### src/dffir_pkg.sv
// Shared constants, types and codes of the FIR convolution block.
// No dependencies; imported by every module of the block but dffir_ram.
package dffir_pkg;

   // Sizes of the stores and the arithmetic.
   localparam int MAX_TAPS    = 4096;
   localparam int SAMPLE_BITS = 16;
   localparam int COEF_BITS   = 16;
   localparam int ADDR_BITS   = $clog2(MAX_TAPS);
   localparam int COUNT_BITS  = ADDR_BITS + 1;
   localparam int PROD_BITS   = COEF_BITS + SAMPLE_BITS;
   localparam int SUM_BITS    = 44;

   // Field widths of the stream items and the tap count register.
   localparam int OP_BITS    = 2;
   localparam int INDEX_BITS = 12;
   localparam int TAPS_BITS  = 13;

   // Packing of the request tdata: tap_index, tap_value, sample from bit 0 up.
   localparam int IDX_LSB        = 0;
   localparam int TAPV_LSB       = IDX_LSB + INDEX_BITS;
   localparam int SAMP_LSB       = TAPV_LSB + COEF_BITS;
   localparam int REQ_FIELD_BITS = SAMP_LSB + SAMPLE_BITS;
   localparam int REQ_TDATA_BITS = ((REQ_FIELD_BITS + 7) / 8) * 8;
   localparam int RSP_TDATA_BITS = ((SUM_BITS + 7) / 8) * 8;

   // Request kinds carried in req_tuser; the fourth code is ignored.
   typedef enum logic [OP_BITS-1:0] {
      OP_LOAD_TAP = 2'd0,
      OP_PUSH     = 2'd1,
      OP_CLEAR    = 2'd2
   } opcode_type;

   // Sequencer states, one-hot.
   typedef enum logic [3:0] {
      ST_IDLE   = 4'b0001,
      ST_RUN    = 4'b0010,
      ST_DRAIN  = 4'b0100,
      ST_FINISH = 4'b1000
   } state_type;

   // One tap step handed from the sequencer to the multiply-accumulate pipe.
   typedef struct packed {
      logic valid;
      logic first;
      logic last;
      logic live;
   } tap_cmd_type;

endpackage

### src/dffir_mac.sv
// Multiply-accumulate pipe: aligns tap steps with RAM data, multiplies, sums.
// Depends on dffir_pkg for widths and the tap step struct.
module dffir_mac
   import dffir_pkg::*;
(
   input  logic                          clock,
   input  logic                          reset,
   input  tap_cmd_type                   cmd,
   input  logic signed [COEF_BITS-1:0]   coef,
   input  logic signed [SAMPLE_BITS-1:0] samp,
   output logic                          done,
   output logic signed [SUM_BITS-1:0]    sum
);

   tap_cmd_type                  cmd_s1_ff, cmd_s2_ff;
   logic signed [PROD_BITS-1:0]  coef_ext, samp_ext;
   logic signed [PROD_BITS-1:0]  prod_in, prod_ff;
   logic signed [SUM_BITS-1:0]   acc_in, acc_ff;
   logic                         done_in, done_ff;

   // Product of the words that the RAMs return; a step outside the filled
   // history contributes zero.
   always_comb begin
      coef_ext = PROD_BITS'(coef);
      samp_ext = PROD_BITS'(samp);
      prod_in  = cmd_s1_ff.live ? PROD_BITS'(coef_ext * samp_ext) : '0;
   end

   // Accumulator restarts on the first step of each push.
   always_comb begin
      acc_in  = cmd_s2_ff.first ? SUM_BITS'(prod_ff) : acc_ff + SUM_BITS'(prod_ff);
      done_in = cmd_s2_ff.valid && cmd_s2_ff.last;
   end

   // Step control travels alongside the data.
   always_ff @(posedge clock) begin
      if (reset) begin
         cmd_s1_ff <= '0;
         cmd_s2_ff <= '0;
         done_ff   <= 1'b0;
      end else begin
         cmd_s1_ff <= cmd;
         cmd_s2_ff <= cmd_s1_ff;
         done_ff   <= done_in;
      end
   end

   // Data registers; the sum holds until the next push starts.
   always_ff @(posedge clock) begin
      prod_ff <= prod_in;
      if (cmd_s2_ff.valid) begin
         acc_ff <= acc_in;
      end
   end

   assign done = done_ff;
   assign sum  = acc_ff;

endmodule

### config.mk
export PLATFORM = sky130hd
export DESIGN_NAME = dffir_mac
export DESIGN_NICKNAME = d
export VERILOG_FILES = /design/src/dffir_pkg.sv /design/src/dffir_mac.sv
export SDC_FILE = /design/constraint.sdc
export NUM_CORES = 1
export LEC_CHECK = 0
export BUFFER_PORTS_ARGS = -buffer_cell sky130_fd_sc_hd__buf_2
export CAP_MARGIN = 20
export CORE_MARGIN = 5
export CORE_UTILIZATION = 39
export DETAILED_ROUTE_END_ITERATION = 8
export PLACE_DENSITY = 0.66
export SLEW_MARGIN = 5
export SYNTH_ARGS = -nofsm -noshare
export SYNTH_HDL_FRONTEND = slang
export SYNTH_SLANG_ARGS = --single-unit
### constraint.sdc
create_clock -name clock -period 8.2 [get_ports clock]
set_input_delay 0.82 -clock clock [delete_from_list [all_inputs] [get_ports clock]]
set_output_delay 0.82 -clock clock [all_outputs]
set_load 0.05 [all_outputs]
# Word level (Yosys, flattened, before mapping)

Index checks and enable logic that the tools add are counted.

Flip-flop bits (word level): 84
Latch bits: 0
Bits in writable memories: 0
ROM bits: 0
Bits of input ports: 38
Output and inout port bits: 45
Logic and storage cells: 14
Memories: 0

$add $sub $neg: 1
$mul: 1
Divide/modulo/power cells: 0
Magnitude comparators: 0
Eq/ne operators: 0
Shifts and indexed selects: 0
Multiplexer cells: 1
Bitwise operators: 0
Reduce and logical (&&, ||, !) cells: 1

Operators by type and width:

| cell                         | count |
|---|---|
| adder 44 x 32 -> 44 bit      | 1 |
| two-way mux 44 bit           | 1 |
| multiplier 16 x 16 -> 32 bit | 1 |
| logical AND 1 bit            | 1 |

# Longest topological paths before layout

Gate-level depths: netlist of the first run.

Word-level depth: 2
Mapped depth: 25
Depth with buffers taken out: 24

# Worst setup path before layout of the first run

Ideal clock, no wire load.

Path type: input to register
From: in coef[7]
To: reg prod_ff[23]
Library setup time: 0.115 ns
Arrival time: 6.411 ns
Required time: 8.085 ns
Setup slack: 1.675 ns
Cell stages on the path: 24
Buffers on the path: 1
Cell sequence: clkbuf_1 > nand2_1 > fa_1 > inv_1 > fa_1 > inv_1 > fa_1 > inv_1 > fa_1 > fa_1 > inv_1 > fa_1 > inv_1 > ha_1 > a21o_1 > a21o_1 > a221o_1 > inv_1 > o31ai_1 > a21o_1 > o41a_1 > a31oi_1 > xnor2_1 > and2_1

Cells in the longest elaborated chain, start to end: 1

RTL lines:

| what                         | line            | text |
|---|---|---|
| start: declaration           | dffir_mac.sv:9  | `input logic signed [COEF_BITS-1:0] coef,` |
| multiplier 16 x 16 -> 32 bit | dffir_mac.sv:26 | `prod_in = cmd_s1_ff.live ? PROD_BITS'(coef_ext * samp_ext) : '0;` |
| end signal: assignment       | dffir_mac.sv:50 | `prod_ff <= prod_in;` |
| end: declaration             | dffir_mac.sv:17 | `logic signed [PROD_BITS-1:0] prod_in, prod_ff;` |

Every way passes these cells.
A chain may end at the register's enable or synchronous reset.

# Worst setup path after layout of the first run

From: in coef[7]
To: reg prod_ff[31]

The elaborated chain is that of the path after synthesis.

==> metrics, run 1 <==
status=finished clean; Remaining DRCs=0; cts hold-fix bufs=0; Synth Register Bits=84; Worst Path Required=8.43 ns; core area=0.0385 sq mm; vias=10982; vias in the first global route=11489; Port-buffer cells=82; crit-path max FO=16; htree depth=3; Synth area leader=fa_1; clk buf depth=2; Wirelength per Cell=15.7 um; Site Rows=72; root buffer cell=clkbuf_16; CTS tree=built; Max Slew Vio Count=0; syn_area_per_cell=9.10 sq um; Final min period=6.65 ns; I/O pins=83; area growth from synthesis to layout=7.92%; die height=206 um; # fillers=3777; top-count cell post-synth=inv_1; most frequent cells after synthesis=328 x inv_1, 263 x fa_1, 173 x nand2_1; Netlist cell types=64; initial core utilization=39.1%; Routability Congestion=0.869; Max Clk Rate=150 MHz; CP endpoint kind=flop; final WL=34900 um; clk_skew=0.0115 ns; Layout Nets=2118; Hold Crit Depth=2; crit share post-route=81.0%; Slew Limit Headroom=47.8%; setup tns final=0 ns; RSZ-0062 raised after global routing=false; crit start category=input port; first-pass GRT wire length=59300 um; antenna-violating nets left=0; Synth Warn #=0; HP Class=flop to flop; Hold Vio Cnt, Final=0; clock-pin slew on the worst setup and hold paths=0.07 ns; Die W=206 um; clock latency on the worst-skew pair=0.34 ns; top-area cell type share of the netlist area=35.0%; Final Setup Violations=0; Synthesized Nets=2080; CTS Sinks=84; Seq/Total Area, Yosys=14.1%; dominant cells by area after synthesis=fa_1 35%, ha_1 10%, edfxtp_1 8.8%, inv_1 8.2%, and2_1 5.6%; first-iteration detailed-routing DRC count=710; setup repair bufs after CTS=0; Max Cap Violations=0; cells after synthesis=1654; Tot GR Track Use=17.0%; Post-DP HPWL=29200 um; post-cts repair resize count=0; ANT cells=0; Crit path arrival time=6.88 ns; TritonCTS Buffers=9; asr flop ratio synth=0%; Congestion Overflow GR=0; routed vias/inst=4.96; Post-Syn Area=0.0151 sq mm; Reg2Reg Depth=11; layout cells sized above 1=7.07%; DIE AREA=0.0426 sq mm; EDFF count, synth=44; Pre-antenna DRT Iters=5; CP Class=input port to flop; largest net degree at the start of global routing=39; Worst-Margin Slew=0.773 ns; initial antenna violation count=0; Main synth FF type=edfxtp_1
==> worst max-delay path: stages <==
cell and delay [ns]:
buf_2 0.26, nand2_1 0.13, fa_1 0.54, inv_1 0.05, fa_1 0.55, inv_1 0.08, fa_1 0.53, inv_1 0.05
fa_1 0.46, fa_1 0.49, inv_1 0.05, fa_1 0.47, inv_1 0.04, ha_1 0.35, a21o_1 0.18, a21o_1 0.17
a221o_1 0.36, a41oi_1 0.23, o41ai_1 0.19, a211oi_1 0.37, o21bai_1 0.12, a21oi_1 0.19, xnor2_1 0.15, nor2_1 0.05
==> cell type report <==
class / count / area, sq um / share of cell area [%]
Multi-Input combinational cell: 1183 / 11500 / 70.6
Inverter: 328 / 1230 / 7.58
Clock buffer: 11 / 275 / 1.69
Timing Repair Buffer: 86 / 453 / 2.79
Clock inverter: 5 / 43.8 / 0.270
Tap cell: 518 / 648 / 3.99
Sequential cell: 84 / 2120 / 13.1
==> cell usage in the layout (no fill, tap or decap), drive strengths merged, types with 8 or more instances in the layout <==
master	instances
o21bai	13
dfxtp	40
nor2	72
ha	125
and3	8
o31ai	8
inv	333
buf	86
a21o	50
nand2	173
fa	263
xor2	28
o21ai	69
nor3	10
clkbuf	11
nand3	13
nand2b	11
and2	134
xnor2	46
edfxtp	44
a211oi	11
nor2b	14
a21oi	63
==> layer usage <==
metal / share of wire, % / global-route usage [%]
met4: 0.83 / 2.47
met1: 49 / 25.5
met5: 0 / 0
met2: 44 / 26.8
met3: 6.1 / 2.73
==> metrics by stage <==
| step | util (%) | cells | area [sq um] | worst slack, ns | hold WS [ns] |
|---|---|---|---|---|---|
| 2_1_floorplan | - | 1654 | 15100 | 1.67 | 0.395 |
| 3_5_place_dp | 41.4 | 2199 | 15900 | 1.17 | 0.411 |
| 3_3_place_gp | 41.4 | 2198 | 15900 | 1.28 | 0.402 |
| 5_1_grt | 42.2 | 2215 | 16200 | 1.32 | 0.453 |
| 4_1_cts | 42.2 | 2215 | 16200 | 1.57 | 0.422 |
| 6_report | 42.2 | 2215 | 16200 | 1.55 | 0.418 |
==> state kept, by name, indices dropped and copies added, names as in the netlist <==
signal     cells
sum           44
cmd_s2_ff      3
done           1
cmd_s1_ff      4
prod_ff       32
==> final timing paths <==
| path | start | endpoint | slack [ns] |
|---|---|---|---|
| hold reg to reg | cmd_s2_ff[1] | done | 0.42 |
| setup reg to reg | sum[1] | sum[43] | 4.78 |
| setup / recovery | coef[7] | prod_ff[31] | 1.55 |
| hold / removal | cmd_s2_ff[1] | done | 0.42 |
==> cells by family (layout without fill, tap and decap cells) <==
logic type      Yosys count  after routing  share of synthesized area (%)
mux                       4              4                          0.283
compound gates          260            260                           11.5
simple gates            457            457                           14.8
buf+inv                 387            430                           9.71
fa+ha+maj               388            388                           45.4
flops                    84             84                           14.1
xor+xnor                 74             74                           4.30
Power of run 1 is left out: the tool's default activity adds up to more than one toggle a clock period on the data nets, which glitch-free logic cannot reach.
==> run 2: changes to the inputs <==
ABC_AREA = 1   (was default)
clock period = 6.8 ns   (was 8.2 ns; I/O delays follow)
==> run 2 against run 1 <==
  * Flip-flop and latch count unchanged
  * Setup slack got worse by 0.77 ns
  * Register-to-register slack got worse by 0.65 ns
  * Global-route usage increased by 3.1 points
  * Critical path depth decreased by 6
  * First-iteration DRC count increased by 38%
  * Area after synthesis increased by 14%
  * Final area increased by 13%
  * Cell count increased by 38%
  * Critical path type unchanged
==> metrics, run 2 <==
Port-buffer cells=82 (unchanged); Remaining DRCs=0 (unchanged); Register Area=0.00212 sq mm (about the same); Synth Register Bits=84 (unchanged); clock latency on the worst-skew pair=0.37 ns (+0.03 ns); EDFF count, synth=44 (unchanged); Crit path depth=18 (-25%); CP Capture Point=prod_ff[24]; Largest register FFs=44 (unchanged); min-delay src=cmd_s1_ff[3]; cts hold-fix bufs=0 (unchanged); cells after synthesis=2446 (+48%); DIE AREA=0.0481 sq mm (+13%); CP Class=input port to flop; Max Slew Vio Count=0 (unchanged); post-cts repair resize count=0 (unchanged); multi-input logic area=0.0123 sq mm (+7.1%); Final min period=6.01 ns; antenna-violating nets left=0 (unchanged); crit-path max FO=16 (unchanged); largest net degree at the start of global routing=46 (+18%); Synth Warn #=0 (unchanged); CP cell instances=buf_2, nand2_1, inv_1, fa_1, fa_1, fa_1, fa_1, fa_1, inv_1, fa_1, inv_1, ha_1, nand2_1, nor3_1, nand3_1, nand3_1, o21ai_0, a21oi_1; crit share post-route=88.4%; Netlist cell types=38 (-41%); Congestion Overflow GR=0 (unchanged); final setup margin=0.786 ns (-0.768 ns); clk_skew=0.0203 ns (+0.00877 ns); first-iteration detailed-routing DRC count=979 (+38%); Wirelength per Cell=15.4 um (-2.3%); slowest stage cell, crit path=fa_1; initial antenna violation count=0 (unchanged); Worst Path Required=7.06 ns (-1.37 ns); routed vias/inst=4.85 (-2.3%); Final Setup Violations=0 (unchanged); first-pass GRT wire length=77600 um (+31%); setup tns final=0 ns (unchanged); initial core utilization=39.5% (+0.38 points); most frequent cells in the layout=766 x nand2_1, 636 x inv_1, 263 x fa_1, 144 x nor2_1, 125 x ha_1; Main synth FF type=edfxtp_1; core area=0.0433 sq mm (+12%); TritonCTS Buffers=9 (unchanged); Pre-antenna DRT Iters=7 (+2); htree depth=3 (unchanged); RSZ-0062 raised after global routing=false; Post-Syn Area=0.0171 sq mm (+14%); Worst-Margin Slew=0.772 ns (-0.00181 ns); slowest stage delay, CP=0.82 ns (+0.27 ns); Synth area leader=fa_1; Post-Layout Cell Count=3063 (+38%); Buf+Inv Stages, Crit Path=4 (-2); syn_area_per_cell=6.99 sq um (-23%); clk buf depth=2 (unchanged); Max Cap Violations=0 (unchanged); CTS Sinks=84 (unchanged); Hold Vio Cnt, Final=0 (unchanged); Hold Crit Depth=2 (unchanged); Seq/Total Area, Yosys=12.4% (-1.7 points); Site Rows=76 (+5.6%); area growth from synthesis to layout=7.08%; top-count cell post-synth=nand2_1; dominant cells by area after synthesis=fa_1 31%, nand2_1 17%, inv_1 14%, ha_1 9.1%, edfxtp_1 7.7%; cell count after placement=3046 (+39%); most common cell after layout, fill and taps aside=nand2_1; setup repair bufs after CTS=0 (unchanged); vias=14841 (+35%); Reg2Reg Depth=11 (unchanged); Crit path arrival time=6.27 ns (-0.61 ns); Tot GR Track Use=20.1% (+3.1 points); crit start category=input port; layout cells sized above 1=6.54% (-0.53 points); Slew Limit Headroom=48.5% (+0.72 points); ANT cells=0 (unchanged); # fillers=4453 (+18%); root buffer cell=clkbuf_16; final WL=47100 um (+35%); Routability Congestion=0.949 (+9.2%); Setup crit start=samp[4]; flop-to-flop setup slack=4.13 ns (-0.65 ns); CP endpoint kind=flop; Die W=219 um (+6.3%); clock-pin slew on the worst setup and hold paths=0.07 ns (about the same); worst r2r src=prod_ff[31]; Synthesized Nets=2872 (+38%); top-area cell type share of the netlist area=30.8% (-4.2 points); Max Clk Rate=166 MHz; die height=219 um (+6.3%); status=finished clean; most frequent cells after synthesis=766 x nand2_1, 636 x inv_1, 263 x fa_1; HP Class=flop to flop; asr flop ratio synth=0% (unchanged); CTS tree=built; I/O pins=83 (unchanged); cell family with the largest share of critical-path delay=adder cells; Top cell by count, worst path=fa_1; vias in the first global route=15339 (+34%); Layout Nets=2899 (+37%); Post-DP HPWL=40000 um (+37%); dpl ws=0.398 ns (-0.772 ns); R2R Path End=sum[43]
-- run 2: worst min path at each step --
stage | end | slack (ns)
6_report | cmd_s2_ff[3] | 0.40
3_5_place_dp | cmd_s2_ff[3] | 0.39
4_1_cts | cmd_s2_ff[3] | 0.41
2_1_floorplan | cmd_s2_ff[1] | 0.39
5_1_grt | cmd_s2_ff[2] | 0.42
3_3_place_gp | cmd_s2_ff[3] | 0.39
-- run 2: worst reg2reg max path: cells and delay by family (launching register included) --
| kind | cells | cell delay, ns |
|---|---|---|
| AO/OA/AOI/OAI | 2 | 0.50 |
| flip-flops | 1 | 0.82 |
| AND/OR/NAND/NOR | 7 | 0.57 |
| buffers and inverters | 1 | 0.07 |
| adder cells (fa/ha/maj) | 1 | 0.46 |
-- run 2: per-layer routing --
layer	track usage, %	vias to the layer above	share of wire (%)
met5	0	-	0
met4	4.77	0	2.3
met3	1.88	81	5.3
met2	35.4	433	48
met1	26.8	7116	44
li1	-	7211	-
-- run 2: logic make-up after synthesis --
family | count (synthesis) | synth area share (%)
AND/OR/NAND/NOR | 1090 | 26.2
XOR/XNOR | 13 | 0.666
AO/OA/AOI/OAI | 155 | 5.09
adder cells (fa/ha/maj) | 388 | 39.9
flip-flops | 84 | 12.4
buffers and inverters | 716 | 15.7
-- run 2: final cells by class --
class,instances,share of cell area (%)
multi-input cells,1646,67.1
inverters,646,13.2
flip-flops and latches,84,11.6
well taps,585,4.00
repair buffers,86,2.47
clock buffers,9,1.23
clock inverters,7,0.349
-- run 2: through the flow --
step	utilization (%)	hold slack [ns]	area, sq um
after floorplan	-	0.388	17100
after global placement	41.6	0.387	18000
after detailed placement	41.6	0.395	18000
after CTS	42.3	0.406	18300
after global routing	42.3	0.419	18300
final	42.3	0.404	18300
Power of run 2 is left out for the same reason.
