[src/dffir_pkg.sv]
// Shared constants, types and codes of the FIR convolution block.
// No dependencies; imported by every module of the block but dffir_ram.
package dffir_pkg;

   // Sizes of the stores and the arithmetic.
   localparam int MAX_TAPS    = 4096;
   localparam int SAMPLE_BITS = 16;
   localparam int COEF_BITS   = 16;
   localparam int ADDR_BITS   = $clog2(MAX_TAPS);
   localparam int COUNT_BITS  = ADDR_BITS + 1;
   localparam int PROD_BITS   = COEF_BITS + SAMPLE_BITS;
   localparam int SUM_BITS    = 44;

   // Field widths of the stream items and the tap count register.
   localparam int OP_BITS    = 2;
   localparam int INDEX_BITS = 12;
   localparam int TAPS_BITS  = 13;

   // Packing of the request tdata: tap_index, tap_value, sample from bit 0 up.
   localparam int IDX_LSB        = 0;
   localparam int TAPV_LSB       = IDX_LSB + INDEX_BITS;
   localparam int SAMP_LSB       = TAPV_LSB + COEF_BITS;
   localparam int REQ_FIELD_BITS = SAMP_LSB + SAMPLE_BITS;
   localparam int REQ_TDATA_BITS = ((REQ_FIELD_BITS + 7) / 8) * 8;
   localparam int RSP_TDATA_BITS = ((SUM_BITS + 7) / 8) * 8;

   // Request kinds carried in req_tuser; the fourth code is ignored.
   typedef enum logic [OP_BITS-1:0] {
      OP_LOAD_TAP = 2'd0,
      OP_PUSH     = 2'd1,
      OP_CLEAR    = 2'd2
   } opcode_type;

   // Sequencer states, one-hot.
   typedef enum logic [3:0] {
      ST_IDLE   = 4'b0001,
      ST_RUN    = 4'b0010,
      ST_DRAIN  = 4'b0100,
      ST_FINISH = 4'b1000
   } state_type;

   // One tap step handed from the sequencer to the multiply-accumulate pipe.
   typedef struct packed {
      logic valid;
      logic first;
      logic last;
      logic live;
   } tap_cmd_type;

endpackage

[src/dffir_ctrl.sv]
// Sequencer: takes requests, keeps the history pointer and fill count, walks
// the taps through the RAMs and holds the result register. Uses dffir_pkg.
module dffir_ctrl
   import dffir_pkg::*;
(
   input  logic                       clock,
   input  logic                       reset,
   // Request side.
   input  logic                       req_tvalid,
   output logic                       req_tready,
   input  logic [OP_BITS-1:0]         opcode,
   input  logic [INDEX_BITS-1:0]      tap_index,
   input  logic [COEF_BITS-1:0]       tap_value,
   input  logic [SAMPLE_BITS-1:0]     sample,
   // Tap count register.
   input  logic                       csr_wen,
   input  logic [TAPS_BITS-1:0]       csr_wdata,
   // Coefficient store.
   output logic                       coef_wr_en,
   output logic [ADDR_BITS-1:0]       coef_wr_addr,
   output logic [COEF_BITS-1:0]       coef_wr_data,
   output logic [ADDR_BITS-1:0]       coef_rd_addr,
   // Sample history.
   output logic                       hist_wr_en,
   output logic [ADDR_BITS-1:0]       hist_wr_addr,
   output logic [SAMPLE_BITS-1:0]     hist_wr_data,
   output logic [ADDR_BITS-1:0]       hist_rd_addr,
   // Multiply-accumulate pipe.
   output tap_cmd_type                cmd,
   input  logic                       mac_done,
   input  logic signed [SUM_BITS-1:0] mac_sum,
   // Result side.
   output logic                       rsp_tvalid,
   input  logic                       rsp_tready,
   output logic [SUM_BITS-1:0]        rsp_sum
);

   state_type               state_ff, state_in;
   logic [TAPS_BITS-1:0]    num_taps_ff, num_taps_in;
   logic [ADDR_BITS-1:0]    head_ff, head_in;
   logic [ADDR_BITS-1:0]    newest_ff, newest_in;
   logic [COUNT_BITS-1:0]   fill_ff, fill_in;
   logic [ADDR_BITS-1:0]    step_ff, step_in;
   logic [ADDR_BITS-1:0]    last_step_ff, last_step_in;
   logic                    any_taps_ff, any_taps_in;
   logic                    rsp_valid_ff, rsp_valid_in;
   logic [SUM_BITS-1:0]     rsp_sum_ff, rsp_sum_in;
   logic                    accept;
   logic [COUNT_BITS-1:0]   taps_eff;
   logic [COUNT_BITS-1:0]   back_diff;

   assign req_tready = (state_ff == ST_IDLE);
   assign accept     = req_tvalid && req_tready;

   // Steps per push: the tap count clamped to the store, at least one.
   always_comb begin
      if (num_taps_ff == '0) begin
         taps_eff = COUNT_BITS'(1);
      end else if (32'(num_taps_ff) >= MAX_TAPS) begin
         taps_eff = COUNT_BITS'(MAX_TAPS);
      end else begin
         taps_eff = COUNT_BITS'(num_taps_ff);
      end
   end

   // Coefficient loads go straight to the store.
   always_comb begin
      coef_wr_en   = accept && (opcode == OP_LOAD_TAP) && (32'(tap_index) < MAX_TAPS);
      coef_wr_addr = ADDR_BITS'(tap_index);
      coef_wr_data = tap_value;
   end

   // A push writes its sample into the slot at the head pointer.
   always_comb begin
      hist_wr_en   = accept && (opcode == OP_PUSH);
      hist_wr_addr = head_ff;
      hist_wr_data = sample;
   end

   // Read addresses: tap j pairs with the sample j places back, wrapping.
   always_comb begin
      back_diff    = COUNT_BITS'(newest_ff) - COUNT_BITS'(step_ff);
      if (back_diff[COUNT_BITS-1]) begin
         back_diff = back_diff + COUNT_BITS'(MAX_TAPS);
      end
      hist_rd_addr = ADDR_BITS'(back_diff);
      coef_rd_addr = step_ff;
   end

   // One tap step per cycle while running; only filled history counts.
   always_comb begin
      cmd.valid = (state_ff == ST_RUN);
      cmd.first = (step_ff == '0);
      cmd.last  = (step_ff == last_step_ff);
      cmd.live  = any_taps_ff && (COUNT_BITS'(step_ff) < fill_ff);
   end

   // Sequencer and state updates.
   always_comb begin
      state_in     = state_ff;
      num_taps_in  = csr_wen ? csr_wdata : num_taps_ff;
      head_in      = head_ff;
      newest_in    = newest_ff;
      fill_in      = fill_ff;
      step_in      = step_ff;
      last_step_in = last_step_ff;
      any_taps_in  = any_taps_ff;
      rsp_valid_in = rsp_valid_ff && !rsp_tready;
      rsp_sum_in   = rsp_sum_ff;
      case (state_ff)
         ST_IDLE: begin
            if (accept) begin
               case (opcode)
                  OP_PUSH: begin
                     newest_in    = head_ff;
                     head_in      = (32'(head_ff) == MAX_TAPS - 1) ? '0
                                    : head_ff + ADDR_BITS'(1);
                     fill_in      = (32'(fill_ff) == MAX_TAPS) ? fill_ff
                                    : fill_ff + COUNT_BITS'(1);
                     step_in      = '0;
                     last_step_in = ADDR_BITS'(taps_eff - COUNT_BITS'(1));
                     any_taps_in  = (num_taps_ff != '0);
                     state_in     = ST_RUN;
                  end
                  OP_CLEAR: begin
                     head_in = '0;
                     fill_in = '0;
                  end
                  default: begin
                  end
               endcase
            end
         end
         ST_RUN: begin
            step_in = step_ff + ADDR_BITS'(1);
            if (step_ff == last_step_ff) begin
               state_in = ST_DRAIN;
            end
         end
         ST_DRAIN: begin
            if (mac_done) begin
               state_in = ST_FINISH;
            end
         end
         ST_FINISH: begin
            if (!rsp_valid_ff || rsp_tready) begin
               rsp_valid_in = 1'b1;
               rsp_sum_in   = mac_sum;
               state_in     = ST_IDLE;
            end
         end
         default: begin
            state_in = ST_IDLE;
         end
      endcase
   end

   // Control registers.
   always_ff @(posedge clock) begin
      if (reset) begin
         state_ff     <= ST_IDLE;
         num_taps_ff  <= TAPS_BITS'(1);
         head_ff      <= '0;
         fill_ff      <= '0;
         step_ff      <= '0;
         rsp_valid_ff <= 1'b0;
      end else begin
         state_ff     <= state_in;
         num_taps_ff  <= num_taps_in;
         head_ff      <= head_in;
         fill_ff      <= fill_in;
         step_ff      <= step_in;
         rsp_valid_ff <= rsp_valid_in;
      end
   end

   // Payload registers.
   always_ff @(posedge clock) begin
      newest_ff    <= newest_in;
      last_step_ff <= last_step_in;
      any_taps_ff  <= any_taps_in;
      rsp_sum_ff   <= rsp_sum_in;
   end

   assign rsp_tvalid = rsp_valid_ff;
   assign rsp_sum    = rsp_sum_ff;

endmodule

[config.mk]
export PLATFORM = sky130hd
export DESIGN_NAME = dffir_ctrl
export DESIGN_NICKNAME = d
export VERILOG_FILES = /design/src/dffir_pkg.sv /design/src/dffir_ctrl.sv
export SDC_FILE = /design/constraint.sdc
export NUM_CORES = 1
export LEC_CHECK = 0
export BUFFER_PORTS_ARGS = -buffer_cell sky130_fd_sc_hd__buf_2
export CAP_MARGIN = 20
export CORE_ASPECT_RATIO = 1.2
export CORE_MARGIN = 5
export CORE_UTILIZATION = 30
export CTS_BUF_LIST = sky130_fd_sc_hd__clkbuf_4
export DETAILED_ROUTE_END_ITERATION = 8
export SLEW_MARGIN = 30
export SYNTH_ARGS = -nofsm -noshare
export SYNTH_HDL_FRONTEND = slang
export SYNTH_SLANG_ARGS = --single-unit
[constraint.sdc]
create_clock -name clock -period 3.9 [get_ports clock]
set_clock_uncertainty 0.1 [all_clocks]
set_input_delay 0.39 -clock clock [delete_from_list [all_inputs] [get_ports clock]]
set_output_delay 0.39 -clock clock [all_outputs]
set_load 0.01 [all_outputs]
* Word-level counts from Yosys, hierarchy flattened *
Index checks and enable logic that the tools add are counted.

operators by class
  add/sub/neg operators = 6
  magnitude comparators = 2
  equal/unequal tests = 15
  muxes and demuxes = 18
  reductions and logical operators = 20

operator list
  kind                                                                  count
  12-bit 2-to-1 mux                                                     6
  12-bit one-hot mux with 2 select lines                                2
  12-bit by 1-bit adder with 12-bit output, second input constant       3
  13-bit one-hot mux with 2 select lines                                1
  4-bit 2-to-1 mux                                                      5
  4-bit one-hot mux with 4 select lines                                 1
  13-bit by 1-bit adder with 13-bit output, second input constant       1
  13-bit == test, second input constant                                 1
  13-bit greater-or-equal comparator, second input constant             1
  13-bit logical NOT                                                    1
  12-bit by 13-bit less-than comparator with 1-bit output               1
  13-bit 2-to-1 mux                                                     1
  13-bit nonzero test                                                   1
  12-bit by 12-bit subtractor with 13-bit output                        1
  12-bit == test                                                        1
  12-bit == test, second input constant                                 1
  12-bit logical NOT                                                    1
  12-bit by 1-bit subtractor with 12-bit output, second input constant  1
  3-bit AND reduction                                                   3
  2-bit inequality test, second input constant                          4
  1-bit logical AND                                                     5
  5-bit AND reduction                                                   1
  4-bit by 1-bit == test with 1-bit output, second input constant       1
  4-bit by 2-bit == test with 1-bit output, second input constant       1
  other kinds (12)                                                      16

word-level totals
  register bits after elaboration = 124
  bits of input ports = 109
  output and inout bits = 132
  word-level logic and storage cells = 71

* Logic depth before layout (Yosys ltp) *
Gate-level depths: netlist of the first run.

  word-level depth = 4
  gate-level depth with buffers = 10
  mapped depth without buffers = 8

* Worst setup path after synthesis of the first run *
No wires, ideal clock.

  path type = reg2reg
  start = register state_ff[1]
  end = register rsp_sum_ff[0], in the netlist rsp_sum[0] (enable)
  library setup time = 450 ps
  arrival = 3161 ps
  required time = 3350 ps
  setup slack = 188 ps
  cell stages (with the launch flop) = 4
  buffers on the path = 1
  period minus slack after synthesis = 3712 ps
  path through = dfxtp_1 > clkbuf_1 > or4b_2 > nor2b_1

between the ends
  word-level cells in the longest chain between the ends = 2

RTL lines
  what                           line               source
  start: declaration             dffir_ctrl.sv:38   state_type state_ff, state_in;
  start signal: assignment       dffir_ctrl.sv:168  state_ff <= state_in;
  4-bit == test                  dffir_ctrl.sv:110  case (state_ff)
  2-bit AND reduction (no line)  n/a
  end signal: assignment         dffir_ctrl.sv:182  rsp_sum_ff <= rsp_sum_in;
  end: declaration               dffir_ctrl.sv:47   logic [SUM_BITS-1:0] rsp_sum_ff, rsp_sum_in;

Every way passes these cells.
A chain may end at the register's enable or synchronous reset.

* Worst setup path in the final report of the first run *
  start = register step_ff[0], in the netlist coef_rd_addr[0]
  end = output hist_rd_addr[10]

between the ends
  word-level cells in the longest chain between the ends = 3

RTL lines
  what                                                line               source
  start: declaration                                  dffir_ctrl.sv:43   logic [ADDR_BITS-1:0] step_ff, step_in;
  start signal: assignment                            dffir_ctrl.sv:172  step_ff <= step_in;
  12-bit by 12-bit subtractor with 13-bit output (*)  dffir_ctrl.sv:82   back_diff = COUNT_BITS'(newest_ff) - COUNT_BITS'(step_ff);
  12-bit by 1-bit adder with 12-bit output            dffir_ctrl.sv:84   back_diff = back_diff + COUNT_BITS'(MAX_TAPS);
  12-bit 2-to-1 mux (*)                               dffir_ctrl.sv:83   if (back_diff[COUNT_BITS-1]) begin
  end: declaration                                    dffir_ctrl.sv:27   output logic [ADDR_BITS-1:0] hist_rd_addr,

Every way passes the cells marked *; elsewhere a longest branch is shown, timed or not.

==> out/qor.log, run 1 <==
INFO  clock_network  cts-htree-levels=4
INFO  route          routed_via_density=4.67
INFO  sta            min_period=3270ps
INFO  setup_path     timing.critical_path.cells=ha_1, fa_1, inv_1, a21oi_1, o211a_1, o211ai_1, or3b_2, buf_2
INFO  floorplan      die_w=143um
INFO  logic_synthesis mean_instance_size_in_the_synthesized_netlist=10.4squm
INFO  placement      place.detailed.hpwl=12200um
INFO  setup_path     critical_path.max_fanout=9
INFO  cells_and_area areaGrowthSynthToFinish=24.8%
INFO  pwr            power.clock.fraction=37.0%
INFO  setup_path     worst_setup_path_end_kind=primary output
INFO  setup_path     crit_family=adder cells
INFO  floorplan      core-area=0.0210sqmm
INFO  route          initialDrtViolationCount=253
INFO  setup_path     data_arrival_time_of_the_critical_path=2780ps
INFO  clock_network  clock_path_buffers=2
INFO  sta            worst_slew_pin_slew=862ps
INFO  route          wirelength=16300um
INFO  setup_path     worst_setup_path_start_kind=flop
INFO  grt            grt_first_pass_wirelength=25000um
INFO  setup_path     critical_path.max_stage_delay=450ps
INFO  sta            max_freq=0.306GHz
INFO  pwr            power_density=332mW/mm^2
INFO  route          route.detailed.drc=0
INFO  placement      placedInstanceArea=0.00707sqmm
INFO  setup_path     worst-path-buf-inv=2
INFO  logic_synthesis yosys_warnings=0
INFO  sta            final_hold_viol_count=0
INFO  sta            final-setup-viol-count=0
INFO  pwr            p_sw=611uW
INFO  pwr            netSwitchingFraction=23.1%
INFO  pwr            power.sequential.fraction=53.9%
INFO  sta            final.period_utilization=83.9%
INFO  clock_network  cts_root_buf=clkbuf_4
INFO  floorplan      initial_core_utilization=30.4%
INFO  placement      placed_cells=970
INFO  logic_synthesis syn-instance-count=610
INFO  floorplan      die_span_y=170um
INFO  logic_synthesis synth-edff-count=69
INFO  logic_synthesis synth-seq-cells=124
INFO  cells_and_area design_area=0.00795sqmm
INFO  floorplan      floorplan.rows=58
INFO  cells_and_area drive_gt1_share=24.7%
INFO  floorplan      num_io_pins=241
INFO  clock_network  tritoncts_clock_tree=yes
INFO  setup_path     critical_path_required=3410ps
INFO  logic_synthesis netlist_area=0.00637sqmm
INFO  worst_hold_path hold_class=in -> reg
INFO  sta            fin_tns_setup=0ps
INFO  grt            pin_count_of_the_biggest_net_entering_global_routing=45
INFO  setup_path     critical_path_class=reg -> out
INFO  cells_and_area post_route_insts_no_fill=1060
INFO  grt            first_global_vias=4748
INFO  placement      place.port_buffers=152
INFO  pwr            pwr-share-comb=9.1%
INFO  logic_synthesis seq_area_frac_synth=49.8%
INFO  cells_and_area design.final.nets=917
INFO  route          ant_nets=0
INFO  logic_synthesis syn_nets=751
INFO  pwr            cellInternalPower=2030uW
INFO  logic_synthesis synthArstFlopShare=0%
INFO  cells_and_area mostFrequentLayoutCell=buf_2
INFO  clock_network  numClockSinks=124
INFO  floorplan      die_area=0.0243sqmm
INFO  route          dr.pass1.iters=6
INFO  setup_path     worst_path_max_delay_cell=or3b_2
INFO  placement      gp_routability_congestion=0.799
INFO  clock_network  cts.clk_slew.worst_paths=100ps
INFO  grt            initial_antenna_violation_count=1
INFO  clock_network  clk_latency=530ps
INFO  cells_and_area fillers=2093
INFO  outcome        run_status=completed
INFO  pwr            max-vdd-ir-drop=150uV
INFO  pwr            leakagePower=0.00318uW
INFO  sta            final-max-slew-violation-count=0
INFO  grt            grt-ovfl-total=0
INFO  sta            rsz0062_at_grt=false
INFO  logic_synthesis synth_cell_types=60
INFO  grt            grtUsageTotal=13.2%
INFO  run            drv.max_cap_violation_count=0
INFO  sta            slew_headroom=42.5%
INFO  logic_synthesis ys_dominant_reg_cell=edfxtp_1
INFO  clock_network  post_cts.repair.setup_buffers=0
INFO  route          dr_total_vias=4951
INFO  clock_network  cts-buffers-inserted=17
INFO  route          wl_per_cell=15.4um
INFO  cells_and_area layout_common_cells=buf_2, edfxtp_1, nor2_1
==> per-layer routing <==
metal | share of wire (%) | up-vias | GRT usage [%]
li1 | - | 2468 | -
met1 | 42 | 2286 | 15.6
met2 | 48 | 169 | 22.9
met3 | 6.9 | 28 | 3.04
met4 | 2.8 | 0 | 5.87
met5 | 0 | - | 0
==> worst min-delay path, cell delays in order <==
cell	delay (ps)
buf_2	70
nand2b_1	140
a21oi_1	80
==> cell usage after synthesis (4+ instances only) <==
cell	number	area share [%]
nor4_1	6	0.59
xnor2_1	37	5.1
nor3_1	18	1.4
ha_1	31	6.1
nand3_1	14	1.1
mux2i_1	15	2.4
clkbuf_1	13	0.77
nand2b_1	6	0.59
dfxtp_1	55	17
nand2_1	28	1.6
o21ai_0	28	2.2
buf_2	4	0.31
buf_4	44	5.2
a31oi_1	5	0.49
a21oi_1	28	2.2
edfxtp_1	69	33
and4_1	6	0.82
or3_1	9	0.88
xor2_1	9	1.2
nor2b_1	6	0.59
nor2_1	58	3.4
nand4_1	11	1.1
a21o_1	7	0.82
inv_1	39	2.3
o211ai_1	5	0.59
o2111ai_1	6	0.82
==> layout make-up <==
cell class / count / area (sq um) / share of cell area [%]
timing repair buffer: 211 / 1350 / 16.9
multi-input combinational: 383 / 2630 / 33.1
sequential: 124 / 3170 / 39.9
clock inverter: 14 / 176 / 2.22
tap: 270 / 338 / 4.25
antenna: 1 / 2.50 / 0.0315
clock buffer: 18 / 135 / 1.70
inverter: 39 / 146 / 1.84
==> power by group through the flow <==
stage	clock network [uW]	logic, uW	registers (uW)
after floorplan	0	173	1440
after global placement	0	195	1450
after detailed placement	0	196	1450
after CTS	1020	242	1420
after global routing	1080	268	1430
final	977	240	1420
==> cell families (layout without fill, tap and decap cells) <==
group                      count (synthesis)  after routing  share of synthesized area, %
buffers and inverters                    103            282                          8.98
AOI/OAI and AO/OA                        101            101                          10.0
adders and majority gates                 32             32                          6.40
and+or+nand+nor                          189            189                          16.1
muxes                                     15             15                          2.36
DFF                                      124            124                          49.8
other                                      0              1                             0
xor gates and xnor gates                  46             46                          6.32
==> state kept, by name (all words and copies together) (netlist names), 4 cells and up <==
| register | flops |
|---|---|
| coef_rd_addr | 12 |
| fill_ff | 13 |
| hist_wr_addr | 12 |
| last_step_ff | 12 |
| newest_ff | 12 |
| num_taps_ff | 13 |
| rsp_sum | 44 |
| state_ff | 4 |
==> through the flow <==
step | worst slack, ps | util (%) | hold WS (ps) | total power (uW)
2_1_floorplan | 188 | - | 371 | 1610
3_3_place_gp | 1200 | 33.7 | 407 | 1650
3_5_place_dp | 1190 | 33.7 | 419 | 1650
4_1_cts | 576 | 37.9 | 61.3 | 2680
5_1_grt | 431 | 37.9 | 66.8 | 2770
6_report | 627 | 37.9 | 110 | 2640
==> repair_timing <==
| action | in CTS | in global routing |
|---|---|---|
| hold buffers | 57 | 0 |
| endpoints found under the hold margin | 57 | 0 |
| resized for setup | 0 | 0 |
==> worst paths after layout <==
kind,from,end,slack [ps],cells past startpoint
max,coef_rd_addr[0]$_SDFFE_PP0P_,hist_rd_addr[10],630,8
min,rsp_tready,rsp_tvalid$_SDFF_PP0_,110,3
max reg2reg,num_taps_ff[3]$_SDFFE_PP0P_,last_step_ff[10]$_DFFE_PP_,1260,7
min reg2reg,fill_ff[10]$_SDFFE_PP0P_,fill_ff[10]$_SDFFE_PP0P_,430,2
(Power assumes the default switching activity.)
==> inputs of run 2 (changes only) <==
clock period = 3.2 ns   (was 3.9 ns; I/O delays follow)
==> run 2 against run 1 <==
Net effect:
- clock power up 19%
- global-route usage increased by 0.052 points
- sequential power up 22%
- register-to-register slack got worse by 710 ps
- cell area increased by 1.4%
- largest power group unchanged
- final cell count rose by 1.0%
- critical path depth increased by 1
- wire length is 0.54% higher
- die area stayed put
- critical endpoint unchanged
- highest routed layer unchanged
- sequential cell count did not move
==> out/qor.log, run 2 (same netlist as run 1, synthesis figures left out) <==
INFO  sta            final-max-slew-violation-count=0 [unchanged]
INFO  sta            final_hold_viol_count=0 [unchanged]
INFO  run            drv.max_cap_violation_count=0 [unchanged]
INFO  worst_hold_path min_from=req_tvalid
INFO  floorplan      die_area=0.0243sqmm [unchanged]
INFO  setup_path     critical_path.max_fanout=3 [-6]
INFO  route          initialDrtViolationCount=311 [+23%]
INFO  pwr            p_sw=897uW [+47%]
INFO  setup_path     reg2regPathDepth=7 [unchanged]
INFO  worst_hold_path hold_class=in -> reg
INFO  sta            fin_worst_hold_slack=113ps [+2.85 ps]
INFO  pwr            leakagePower=0.00322uW [+1.4%]
INFO  cells_and_area drive_gt1_share=27.4% [+2.7 points]
INFO  route          ant_nets=0 [unchanged]
INFO  floorplan      core-area=0.0210sqmm [unchanged]
INFO  pwr            netSwitchingFraction=28.1% [+5.0 points]
INFO  route          route.detailed.drc=0 [unchanged]
INFO  pwr            max-vdd-ir-drop=202uV [+35%]
INFO  floorplan      floorplan.rows=58 [unchanged]
INFO  setup_path     destination_of_the_worst_register_to_register_timing_path=last_step_ff[10]$_DFFE_PP_
INFO  sta            min_period=3040ps
INFO  pwr            cellInternalPower=2290uW [+13%]
INFO  cells_and_area mostFrequentLayoutCell=buf_2
INFO  setup_path     worst_setup_path_end_kind=primary output
INFO  pwr            power.sequential.fraction=54.4% [+0.5 points]
INFO  grt            first_global_vias=4847 [+2.1%]
INFO  placement      placedInstanceArea=0.00712sqmm [+0.74%]
INFO  sta            final.period_utilization=95.1%
INFO  setup_path     worst_setup_path_start_kind=flop
INFO  cells_and_area design_area=0.00806sqmm [+1.4%]
INFO  clock_network  clock_path_buffers=2 [unchanged]
INFO  pwr            power.clock.fraction=36.3% [-0.7 points]
INFO  cells_and_area final-seq-area=0.00318sqmm [+0.35%]
INFO  worst_hold_path worstHoldEndpoint=state_ff[0]$_SDFFE_PP1P_
INFO  cells_and_area design.final.nets=928 [+1.2%]
INFO  clock_network  cts_root_buf=clkbuf_4
INFO  grt            grtUsageTotal=13.3% [+0.052 points]
INFO  sta            slew_headroom=51.8% [+9.3 points]
INFO  setup_path     data_arrival_time_of_the_critical_path=2620ps [-160 ps]
INFO  cells_and_area multiInputGateArea=0.00266sqmm [+0.86%]
INFO  clock_network  numClockSinks=124 [unchanged]
INFO  pwr            pwr-share-comb=9.3% [+0.2 points]
INFO  setup_path     timing.rr.start=num_taps_ff[4]$_SDFFE_PP0P_
INFO  pwr            power_density=395mW/mm^2 [+19%]
INFO  route          dr_total_vias=5010 [+1.2%]
INFO  cells_and_area areaGrowthSynthToFinish=26.6%
INFO  floorplan      initial_core_utilization=30.4% [unchanged]
INFO  cells_and_area layout_common_cells=buf_2, edfxtp_1, dlygate4sd3_1
INFO  grt            pin_count_of_the_biggest_net_entering_global_routing=45 [unchanged]
INFO  clock_network  clk_latency=530ps [about the same]
INFO  placement      place.port_buffers=152 [unchanged]
INFO  sta            worst_slack=155ps [-472 ps]
INFO  route          routed_via_density=4.68 [+0.15%]
INFO  setup_path     critical_path_class=reg -> out
INFO  placement      gp_routability_congestion=0.858 [+7.4%]
INFO  setup_path     critical_path_required=2780ps [-630 ps]
INFO  pwr            report.power.total=3190uW [+21%]
INFO  route          wl_per_cell=15.3um [-0.49%]
INFO  clock_network  tritoncts_clock_tree=yes
INFO  clock_network  cts-htree-levels=4 [unchanged]
INFO  placement      place.detailed.hpwl=12200um [-0.32%]
INFO  cells_and_area fillers=2031 [-3.0%]
INFO  worst_hold_path hold-path-cell-count=4 [+1]
INFO  outcome        run_status=completed
INFO  grt            grt-ovfl-total=0 [unchanged]
INFO  clock_network  cts-buffers-inserted=17 [unchanged]
INFO  sta            max_freq=0.328GHz
INFO  setup_path     worst-r2r-setup-slack=550ps [-710 ps]
INFO  grt            grt_first_pass_wirelength=25400um [+1.3%]
INFO  floorplan      num_io_pins=241 [unchanged]
INFO  placement      dp_worst_setup_slack=575ps [-613 ps]
INFO  route          dr.pass1.iters=4 [-2]
INFO  sta            fin_tns_setup=0ps [unchanged]
INFO  cells_and_area largest_reg_flops=44 [unchanged]
INFO  grt            initial_antenna_violation_count=1 [unchanged]
INFO  sta            worst_slew_pin_slew=713ps [-149 ps]
INFO  route          wirelength=16400um [+0.54%]
INFO  floorplan      die_w=143um [unchanged]
INFO  clock_network  cts.clk_slew.worst_paths=130ps [+30 ps]
INFO  floorplan      die_span_y=170um [unchanged]
INFO  sta            rsz0062_at_grt=false
INFO  sta            final-setup-viol-count=0 [unchanged]
[run 2: cell types whose count changed in the layout (fill, tap and decap cells not counted), moves of 2 or more]
cell / previous run / this run
dfxtp_1: 55 / 48
dfxtp_2: 0 / 6
buf_4: 2 / 11
clkinv_4: 2 / 0
inv_6: 0 / 5
dlygate4sd3_1: 57 / 59
clkinvlp_4: 1 / 3
inv_8: 0 / 4
clkinv_8: 0 / 2
bufinv_16: 4 / 1
clkinv_1: 3 / 0
clkinv_2: 4 / 0
[run 2: timing repair]
action	in CTS	in global routing
hold buffers	59	0
gates resized for setup	1	12
hold endpoints to repair	59	0
setup buffers	0	2
setup endpoints to repair	1	3
pin swaps	0	2
cloned	0	0
[run 2: metrics by stage]
stage | utilization, % | instances
final | 38.4 | 1071
after global routing | 38.4 | 1071
after CTS | 38.2 | 1068
after detailed placement | 33.9 | 977
after global placement | 33.9 | 977
after floorplan | - | 610
[run 2: layout make-up]
| cell class | instances | area share (%) |
|---|---|---|
| Sequential cell | 124 | 39.5 |
| Multi-Input combinational cell | 383 | 32.9 |
| Timing Repair Buffer | 222 | 17.8 |
| Tap cell | 270 | 4.19 |
| Clock inverter | 15 | 2.16 |
| Inverter | 39 | 1.82 |
| Clock buffer | 17 | 1.58 |
| Antenna cell | 1 | 0.0310 |
[run 2: worst max-delay path: stages (launching register included)]
cell	delay, ps
edfxtp_1	340
inv_1	40
ha_2	180
fa_2	360
inv_1	60
a21oi_1	90
o211a_1	270
o211ai_1	150
or3b_2	460
buf_2	160
[run 2: worst max-delay path by stage]
| stage | start | endpoint | slack, ps | cells past startpoint |
|---|---|---|---|---|
| global placement | num_taps_ff[4]$_SDFFE_PP0P_ | last_step_ff[10]$_DFFE_PP_ | 660 | 7 |
| floorplan | state_ff[1]$_SDFFE_PP0P_ | rsp_sum[0]$_DFFE_PP_ | 320 | 3 |
| finish | newest_ff[0]$_DFFE_PP_ | hist_rd_addr[10] | 160 | 9 |
| CTS | coef_rd_addr[5]$_SDFFE_PP0P_ | hist_rd_addr[10] | 10 | 8 |
| detailed placement | num_taps_ff[4]$_SDFFE_PP0P_ | last_step_ff[10]$_DFFE_PP_ | 580 | 7 |
| global route | newest_ff[0]$_DFFE_PP_ | hist_rd_addr[10] | 10 | 9 |
[run 2: metal layers]
metal | share of wire [%] | GRT usage [%]
met4 | 1.3 | 3.89
met5 | 0 | 0
met1 | 43 | 16.2
met2 | 48 | 22.3
met3 | 7.4 | 4.51
[run 2: power groups by stage]
stage	sequential [uW]	combinational (uW)	clock, uW
2_1_floorplan	1760	211	0
3_3_place_gp	1770	236	0
3_5_place_dp	1770	238	0
4_1_cts	1730	298	1200
5_1_grt	1740	329	1270
6_report	1730	297	1160
==> inputs of run 3 (changes only) <==
BUFFER_PORTS_ARGS = -buffer_cell sky130_fd_sc_hd__clkbuf_2   (was -buffer_cell sky130_fd_sc_hd__buf_2)
==> run 3 against run 2 <==
Net effect:
- clock-buffer cell count stayed put
- maximum frequency about the same
- total power about the same
- sequential power about the same
- core utilization shrank 0.089 points
- cell area decreased by 0.23%
- clock power about the same
- non-clock buffer count is 2 lower
- sequential cell count unchanged
- highest routed layer unchanged
==> out/qor.log, run 3 (same netlist as run 1, synthesis figures left out) <==
INFO  sta            slew_headroom=50.9% [-0.84 points]
INFO  placement      dp_worst_setup_slack=587ps [+11.9 ps]
INFO  worst_hold_path hold_class=in -> reg
INFO  route          dr.pass1.iters=4 [unchanged]
INFO  route          route.detailed.drc=0 [unchanged]
INFO  pwr            leakagePower=0.00321uW [-0.28%]
INFO  floorplan      core-area=0.0210sqmm [unchanged]
INFO  sta            rsz0062_at_grt=false
INFO  clock_network  clock_path_buffers=2 [unchanged]
INFO  placement      place.port_buffers=152 [unchanged]
INFO  setup_path     worst_path_most_repeated_cell=inv_1
INFO  floorplan      die_span_y=170um [unchanged]
INFO  cells_and_area mostFrequentLayoutCell=clkbuf_2
INFO  floorplan      die_w=143um [unchanged]
INFO  floorplan      initial_core_utilization=30.4% [unchanged]
INFO  route          ant_nets=0 [unchanged]
INFO  cells_and_area design_area=0.00804sqmm [-0.23%]
INFO  cells_and_area areaGrowthSynthToFinish=26.3%
INFO  grt            grt-ovfl-total=0 [unchanged]
INFO  route          initialDrtViolationCount=267 [-14%]
INFO  setup_path     worst_setup_path_end_kind=primary output
INFO  sta            worst_slack=153ps [-2.20 ps]
INFO  sta            fin_tns_setup=0ps [unchanged]
INFO  sta            final.period_utilization=95.2% [about the same]
INFO  floorplan      num_io_pins=241 [unchanged]
INFO  cells_and_area largest_reg_flops=44 [unchanged]
INFO  grt            grtUsageTotal=13.2% [-0.13 points]
INFO  grt            pin_count_of_the_biggest_net_entering_global_routing=45 [unchanged]
INFO  pwr            max-vdd-ir-drop=241uV [+19%]
INFO  setup_path     critical_path_required=2780ps [about the same]
INFO  pwr            power_density=396mW/mm^2 [+0.23%]
INFO  floorplan      floorplan.rows=58 [unchanged]
INFO  setup_path     critical_path.max_fanout=3 [unchanged]
INFO  setup_path     critical_path.max_stage_delay=450ps [about the same]
INFO  setup_path     worst_setup_path_start_kind=flop
INFO  placement      place.detailed.hpwl=12300um [+0.57%]
INFO  route          wirelength=16400um [about the same]
INFO  clock_network  numClockSinks=124 [unchanged]
INFO  cells_and_area layout_common_cells=clkbuf_2, edfxtp_1, dlygate4sd3_1
INFO  cells_and_area fillers=2041 [+0.49%]
INFO  grt            initial_antenna_violation_count=1 [unchanged]
INFO  setup_path     worst_path_max_delay_cell=or3b_2
INFO  clock_network  cts.clk_slew.worst_paths=130ps [about the same]
INFO  route          routed_via_density=4.67 [-0.15%]
INFO  sta            final_hold_viol_count=0 [unchanged]
INFO  placement      placed_cells=976 [-0.10%]
INFO  sta            final-setup-viol-count=0 [unchanged]
INFO  route          wl_per_cell=15.4um [about the same]
INFO  run            drv.max_cap_violation_count=0 [unchanged]
INFO  cells_and_area design.final.nets=926 [-0.22%]
INFO  grt            first_global_vias=4759 [-1.8%]
INFO  placement      gp_routability_congestion=0.865 [+0.79%]
INFO  clock_network  clk_latency=540ps [about the same]
INFO  sta            worst_slew_pin_slew=726ps [+12.4 ps]
INFO  outcome        run_status=completed
INFO  cells_and_area drive_gt1_share=27.1% [-0.31 points]
INFO  cells_and_area utilization=38.3% [-0.089 points]
INFO  setup_path     timing.critical_path.cells=inv_1, ha_2, fa_2, inv_1, a21oi_2, o211a_1, o211ai_1, or3b_2, buf_2
INFO  route          dr_total_vias=4993 [-0.34%]
INFO  sta            min_period=3050ps [+2.20 ps]
INFO  placement      placedInstanceArea=0.00711sqmm [-0.11%]
INFO  grt            grt_first_pass_wirelength=25200um [-0.54%]
INFO  sta            final-max-slew-violation-count=0 [unchanged]
INFO  setup_path     critical_path_class=reg -> out
INFO  sta            max_freq=0.328GHz [about the same]
INFO  clock_network  cts-buffers-inserted=17 [unchanged]
INFO  cells_and_area post_route_insts_no_fill=1069 [-0.19%]
INFO  clock_network  cts_root_buf=clkbuf_4
INFO  clock_network  cts-htree-levels=4 [unchanged]
INFO  setup_path     data_arrival_time_of_the_critical_path=2630ps [about the same]
INFO  clock_network  tritoncts_clock_tree=yes
INFO  floorplan      die_area=0.0243sqmm [unchanged]
run 3: metal layers:
metal  track usage [%]  wire length, um
met5                 0                0
met4              3.39              183
met3              4.23             1340
met2              22.2             7840
met1              16.3             7050
run 3: per-stage QoR:
stage / hold WS (ps) / total power (uW)
floorplan: 319 / 1970
global placement: 389 / 2010
detailed placement: 398 / 2010
CTS: 101 / 3240
global route: 143 / 3340
finish: 144 / 3190
run 3: critical path: cells and delay by family (launching register included):
family,cells,cell delay (ps)
buffers and inverters,3,270
AO/OA/AOI/OAI,3,500
AND/OR/NAND/NOR,1,450
flip-flops,1,350
adder cells (fa/ha/maj),2,540
run 3: area by class of cell:
class	instances	area, sq um	area share (%)
multi-input combinational	383	2650	33.0
antenna	1	2.50	0.0311
tap	270	338	4.20
sequential	124	3190	39.6
inverter	39	146	1.82
timing repair buffer	220	1420	17.6
clock inverter	15	171	2.13
clock buffer	17	128	1.59
run 3: path summary, 6_finish.rpt:
| check | startpoint | end | slack, ps | cells past startpoint |
|---|---|---|---|---|
| setup / recovery | newest_ff[0]$_DFFE_PP_ | hist_rd_addr[10] | 150 | 9 |
| setup reg to reg | num_taps_ff[3]$_SDFFE_PP0P_ | last_step_ff[6]$_DFFE_PP_ | 530 | 8 |
| hold / removal | req_tvalid | state_ff[0]$_SDFFE_PP1P_ | 140 | 4 |
| hold reg to reg | fill_ff[10]$_SDFFE_PP0P_ | fill_ff[10]$_SDFFE_PP0P_ | 430 | 2 |
run 3: timing repair:
item | 4_1_cts | 5_1_grt
setup endpoints to repair | 1 | 2
pin swaps | 0 | 2
gates resized for setup | 1 | 13
hold endpoints to repair | 59 | 0
setup buffers | 0 | 1
hold buffers | 59 | 0
run 3: where the power goes:
part / leakage [uW] / internal, uW / switching, uW / total, uW
logic: 0.00197 / 153 / 146 / 299
registers: 0.00108 / 1700 / 27.4 / 1730
clock network: 0.000154 / 431 / 724 / 1150
